## src/sv/fahk_pkg.sv

```systemverilog
// shared types, constants and tables for the five-axis kinematics block
package fahk_pkg;

    localparam int ZW = 34;

    typedef struct packed {
        logic signed [23:0] pos_x;
        logic signed [23:0] pos_y;
        logic signed [23:0] pos_z;
        logic signed [19:0] angle_b;
        logic signed [19:0] angle_c;
    } t_pose_in;

    typedef struct packed {
        logic signed [23:0] joint_x;
        logic signed [23:0] joint_y;
        logic signed [23:0] joint_z;
        logic signed [19:0] joint_b;
        logic signed [19:0] joint_c;
    } t_pose_out;

    typedef enum logic [2:0] {
        REG_TCP_ENABLE = 3'd0,
        REG_TOOL_X     = 3'd1,
        REG_TOOL_Y     = 3'd2,
        REG_TOOL_Z     = 3'd3,
        REG_PIVOT      = 3'd4
    } t_reg_idx;

    // elaboration-time quotient by shift and subtract
    function automatic logic [63:0] cdiv(input logic [63:0] a, input logic [63:0] b);
        logic [63:0] q;
        logic [63:0] r;
        q = '0;
        r = '0;
        for (int i = 63; i >= 0; i--) begin
            r = {r[62:0], a[i]};
            if (r >= b) begin
                r = r - b;
                q[i] = 1'b1;
            end
        end
        return q;
    endfunction

    // atan(1/n) at 2^61 by truncated alternating series
    function automatic logic [63:0] atan_inv(input logic [63:0] n);
        logic [63:0] p;
        logic [63:0] nn;
        logic [63:0] k;
        logic [63:0] t;
        logic [63:0] sum;
        p = cdiv(64'd1 << 61, n);
        nn = n * n;
        k = '0;
        sum = '0;
        while (p != 0) begin
            t = cdiv(p, 64'd2 * k + 64'd1);
            sum = k[0] ? sum - t : sum + t;
            p = cdiv(p, nn);
            k = k + 64'd1;
        end
        return sum;
    endfunction

    // pi/4 at 2^61 from machin's formula, and pi/180000 at 2^61
    localparam logic [63:0] QUARTER61 = 64'd4 * atan_inv(64'd5) - atan_inv(64'd239);
    localparam logic [63:0] PI61 = QUARTER61 << 2;
    localparam logic [63:0] KR61 = cdiv(PI61 + 64'd90000, 64'd180000);

    // atan(2^-i) at 2^61, entry 0 is pi/4
    function automatic logic [63:0] atan61(input int i);
        if (i == 0) return QUARTER61;
        return atan_inv(64'd1 << i);
    endfunction

    function automatic logic signed [ZW-1:0] atan_f(input int i, input int f);
        logic [63:0] v;
        v = (atan61(i) + (64'd1 << (60 - f))) >> (61 - f);
        return ZW'(signed'(v));
    endfunction

    // inverse cordic gain (product of stage cosines), scaled to f bits; product over stages formed at 30 bits
    function automatic logic signed [ZW-1:0] gain_f(input int n, input int f);
        logic [63:0] k;
        logic [63:0] v;
        logic [63:0] res;
        logic [63:0] bitv;
        k = 64'd1 << 30;
        for (int i = 0; i < 32; i++) begin
            if (i < n && 2 * i <= 30)
                k = cdiv(k << 30, (64'd1 << 30) + (64'd1 << (30 - 2 * i)));
        end
        v = k << 30;
        res = '0;
        bitv = 64'd1 << 62;
        while (bitv > v) bitv = bitv >> 2;
        while (bitv != 0) begin
            if (v >= res + bitv) begin
                v = v - (res + bitv);
                res = (res >> 1) + bitv;
            end else begin
                res = res >> 1;
            end
            bitv = bitv >> 2;
        end
        if (f < 30) res = (res + (64'd1 << (29 - f))) >> (30 - f);
        return ZW'(signed'(res));
    endfunction

endpackage

```

## src/sv/fahk_cell.sv

```systemverilog
// one cordic rotation cell: a register stage for two angle lanes plus payload
module fahk_cell #(
    parameter int IDX  = 0,
    parameter int FRAC = 24,
    parameter int W    = 34
) (
    input  logic                            i_clk,
    input  logic                            i_en,
    input  logic signed [W-1:0]             i_bx,
    input  logic signed [W-1:0]             i_by,
    input  logic signed [fahk_pkg::ZW-1:0]  i_bz,
    input  logic signed [W-1:0]             i_cx,
    input  logic signed [W-1:0]             i_cy,
    input  logic signed [fahk_pkg::ZW-1:0]  i_cz,
    input  logic [3:0]                      i_q,
    input  fahk_pkg::t_pose_in              i_pose,
    output logic signed [W-1:0]             o_bx,
    output logic signed [W-1:0]             o_by,
    output logic signed [fahk_pkg::ZW-1:0]  o_bz,
    output logic signed [W-1:0]             o_cx,
    output logic signed [W-1:0]             o_cy,
    output logic signed [fahk_pkg::ZW-1:0]  o_cz,
    output logic [3:0]                      o_q,
    output fahk_pkg::t_pose_in              o_pose
);
    localparam logic signed [fahk_pkg::ZW-1:0] ATAN = fahk_pkg::atan_f(IDX, FRAC);

    logic signed [W-1:0] r_bx, r_by, r_cx, r_cy;
    logic signed [fahk_pkg::ZW-1:0] r_bz, r_cz;
    logic [3:0] r_q;
    fahk_pkg::t_pose_in r_pose;

    always_ff @(posedge i_clk) begin
        if (i_en) begin
            if (!i_bz[fahk_pkg::ZW-1]) begin
                r_bx <= i_bx - (i_by >>> IDX);
                r_by <= i_by + (i_bx >>> IDX);
                r_bz <= i_bz - ATAN;
            end else begin
                r_bx <= i_bx + (i_by >>> IDX);
                r_by <= i_by - (i_bx >>> IDX);
                r_bz <= i_bz + ATAN;
            end
            if (!i_cz[fahk_pkg::ZW-1]) begin
                r_cx <= i_cx - (i_cy >>> IDX);
                r_cy <= i_cy + (i_cx >>> IDX);
                r_cz <= i_cz - ATAN;
            end else begin
                r_cx <= i_cx + (i_cy >>> IDX);
                r_cy <= i_cy - (i_cx >>> IDX);
                r_cz <= i_cz + ATAN;
            end
            r_q    <= i_q;
            r_pose <= i_pose;
        end
    end

    assign o_bx = r_bx;
    assign o_by = r_by;
    assign o_bz = r_bz;
    assign o_cx = r_cx;
    assign o_cy = r_cy;
    assign o_cz = r_cz;
    assign o_q = r_q;
    assign o_pose = r_pose;
endmodule
```

## config.mk

```make
export PLATFORM = sky130hd
export DESIGN_NAME = fahk_cell
export DESIGN_NICKNAME = d
export VERILOG_FILES = /design/src/sv/fahk_pkg.sv /design/src/sv/fahk_cell.sv
export SDC_FILE = /design/constraint.sdc
export NUM_CORES = 1
export LEC_CHECK = 0
export BUFFER_PORTS_ARGS = -buffer_cell sky130_fd_sc_hd__buf_2
export CAP_MARGIN = 20
export CORE_AREA = 2 2 252 254
export CTS_CLUSTER_SIZE = 28
export DETAILED_ROUTE_END_ITERATION = 10
export DIE_AREA = 0 0 254 256
export PLACE_DENSITY = 0.66
export SYNTH_ARGS = -nofsm -noshare
export SYNTH_HDL_FRONTEND = slang
export SYNTH_SLANG_ARGS = --single-unit
```

## constraint.sdc

```tcl
create_clock -name i_clk -period 7.3 [get_ports i_clk]
set_input_delay 0.365 -clock i_clk [delete_from_list [all_inputs] [get_ports i_clk]]
set_output_delay 0.365 -clock i_clk [all_outputs]
set_load 0.1 [all_outputs]
```

==> results.sh <==
export IMPL_maxSlewHeadroom=0.291
export IMPL_track_usage=0.246
export IMPL_die_h_um=256
export IMPL_worst_setup_path_start_kind="input port"
export IMPL_min_period_ps=4060
export IMPL_port_buffers=641
export IMPL_utilization=0.489
export IMPL_synth_nets=3129
export IMPL_ir_worst_vdd_uv=216
export IMPL_wl_per_cell_um=20.5
export IMPL_postLayoutCellArea_um2=30500
export IMPL_drt_pass1_iter_count=6
export IMPL_wl_um=84500
export IMPL_seq_area_frac_synth=0.394
export IMPL_holdCritStartpoint="i_pose[103]"
export IMPL_cts_reportedPaths_clkPinSlew_ps=60
export IMPL_hold_viol=0
export IMPL_mostFrequentLayoutCell="buf_2"
export IMPL_status="finished, final reports clean"
export IMPL_grt_overflow_total=0
export IMPL_path_delay_family="compound AO/OA/AOI/OAI gates"
export IMPL_ctsResizeCount=0
export IMPL_grt_max_degree=157
export IMPL_netlist_top_cells_area="edfxtp_1, ha_1, a21oi_1, xnor2_1, inv_1"
export IMPL_critPathRequiredTime_ps=7600
export IMPL_synth_avg_cell_area_um2=9.57
export IMPL_synth_warnings=0
export IMPL_synthDistinctLibCells=79
export IMPL_grt_pass1_wl_um=125000
export IMPL_grt_setup_unrepaired="no"
export IMPL_max_cap_violations=0
export IMPL_hold_path_depth=1
export IMPL_cp_slowest_stage_delay_ps=750
export IMPL_max_freq_mhz=246
export IMPL_min_path_type="input port to flip-flop"
export IMPL_drive_gt1_frac=0.221
export IMPL_postCtsSetupBuffers=0
export IMPL_drt_vias_per_instance=5.47
export IMPL_worstMarginPinSlew_ps=1060
export IMPL_setup_viol_count_final=0
export IMPL_final_nets=3834
export IMPL_cp_common_cell="o21ai_0"
export IMPL_io_pins=642
export IMPL_leakagePower_nw=13.6
export IMPL_grt_pass1_vias=21400
export IMPL_ys_dominant_reg_cell="edfxtp_1"
export IMPL_post_route_period_util=0.557
export IMPL_drtAntennaViolNets=0
export IMPL_place_congestion=0.963
export IMPL_final_setup_tns_ps=0
export IMPL_antenna_found_initial=22
export IMPL_drc=0
export IMPL_synth_ff_latch_count=318
export IMPL_cpMaxStageDelayCell="o31ai_1"
export IMPL_dp_slack_ps=2760
export IMPL_crit_path_end_kind="flip-flop"
export IMPL_crit_fanout=89
export IMPL_worstHoldEndpoint="o_pose[103]"
export IMPL_dp_hpwl_um=64400
export IMPL_synth_edff_count=318
export IMPL_worstSetupPathType="input port to flip-flop"
export IMPL_clkSinkCount=318
export IMPL_slew_violations=0
export IMPL_path_buf_inv=3
export IMPL_syn_to_final_growth_pct=25.8
export IMPL_row_count=92
export IMPL_ctsLongestPathBuffers=3
export IMPL_htreeDepth=2
export IMPL_cp_cell_sequence="buf_4, inv_2, ha_1, inv_1, o21ai_0, a21o_1, o21ai_0, o21ai_1, a211oi_1, o31ai_1, a31oi_1, o2bb2ai_1"
export IMPL_crit_start="i_bz[33]"
export IMPL_syn_inst=2536
export IMPL_yosysTopAreaCellShare=0.394
export IMPL_vias=22600
export IMPL_synthArstFlopShare=0
export IMPL_drt_iter0_drc=2106
export IMPL_holdBufCountCts=111
export IMPL_arrival_ps=4370
export IMPL_cts_tree="yes"
export IMPL_die_area_um2=65000
export IMPL_clock_root_buffer="clkbuf_16"
export IMPL_yosysTopAreaCell="edfxtp_1"
export IMPL_numCtsBuffers=37
export IMPL_most_common_layout_cells="buf_2, edfxtp_1, a21oi_1, ha_1, inv_1"
export IMPL_start_util=0.389
export IMPL_syn_area_um2=24300
export IMPL_fin_ws_ps=3240
export IMPL_dpl_cell_area_um2=28200
export IMPL_dieWidth_um=254
export IMPL_powerDensity_nw_per_um2=257
export IMPL_coreArea_um2=62400
==> cell type report <==
type / count / area, µm²
Clock buffer: 47 / 985
Antenna cell: 16 / 40.0
Tap cell: 846 / 1060
Timing Repair Buffer: 757 / 4380
Fill cell: 5953 / 31900
Sequential cell: 318 / 9550
Clock inverter: 19 / 154
Inverter: 226 / 848
Multi-Input combinational cell: 1901 / 13500
==> flip-flops by register name, indices dropped and copies added, names as in the netlist <==
name and cells:
o_bx 33, o_by 34, o_bz 34, o_cx 34, o_cy 33, o_cz 34, o_pose 112, o_q 4
==> metrics by stage <==
step | instances | power (W) | hold WS [ps]
final | 4130 | 0.00785 | 39.0
after global routing | 4126 | 0.00814 | 9.68
after CTS | 4114 | 0.00787 | 7.16
after detailed placement | 3937 | 0.00600 | 543
after global placement | 3937 | 0.00600 | 541
after floorplan | 2536 | 0.00525 | 464
==> routing by layer <==
metal  global-route usage  vias up  wire length [µm]
met1                0.323    10700             35000
met5                    0        -                57
met4               0.0881        8              2650
met2                0.403     1059             39200
met3               0.0479      152              7510
li1                     -    10700                 -
==> cell families (layout without fill, tap and decap cells) <==
logic type / Yosys count / in the layout / synth area share
compound gates: 834 / 834 / 0.218
xor+xnor: 186 / 186 / 0.0672
fa+ha+maj: 271 / 271 / 0.142
buf+inv: 317 / 1049 / 0.0497
flops: 318 / 318 / 0.394
mux: 30 / 30 / 0.0124
other cells: 0 / 16 / 0
simple gates: 580 / 580 / 0.117
==> synth_stat cells (25+ instances only) <==
master / instances
ha_1: 263
nor3_1: 48
nand4_1: 30
clkbuf_1: 66
nand3_1: 28
o21bai_1: 50
a211oi_1: 25
a21o_1: 81
mux2i_1: 29
xor2_1: 41
o21ai_0: 149
nand2b_1: 36
nor2b_1: 35
o21a_1: 26
a31oi_1: 29
nor2_1: 166
xnor2_1: 145
nand2_1: 135
inv_1: 216
edfxtp_1: 318
a21oi_1: 299
==> how the worst max path moves through the flow <==
stage | endpoint | depth (start not counted)
CTS | o_bz[33] | 12
global placement | o_bz[31] | 11
global route | o_bz[33] | 12
detailed placement | o_bz[33] | 12
finish | o_bz[33] | 12
floorplan | o_bz[30] | 14
==> where the power goes <==
part	leakage, nW	internal (W)	switching (W)
Sequential	3.11	0.00234	0.0000845
Clock	0.560	0.00100	0.000796
Combinational	9.91	0.000775	0.00285
Total	13.6	0.00412	0.00373
(Power assumes the default switching activity.)
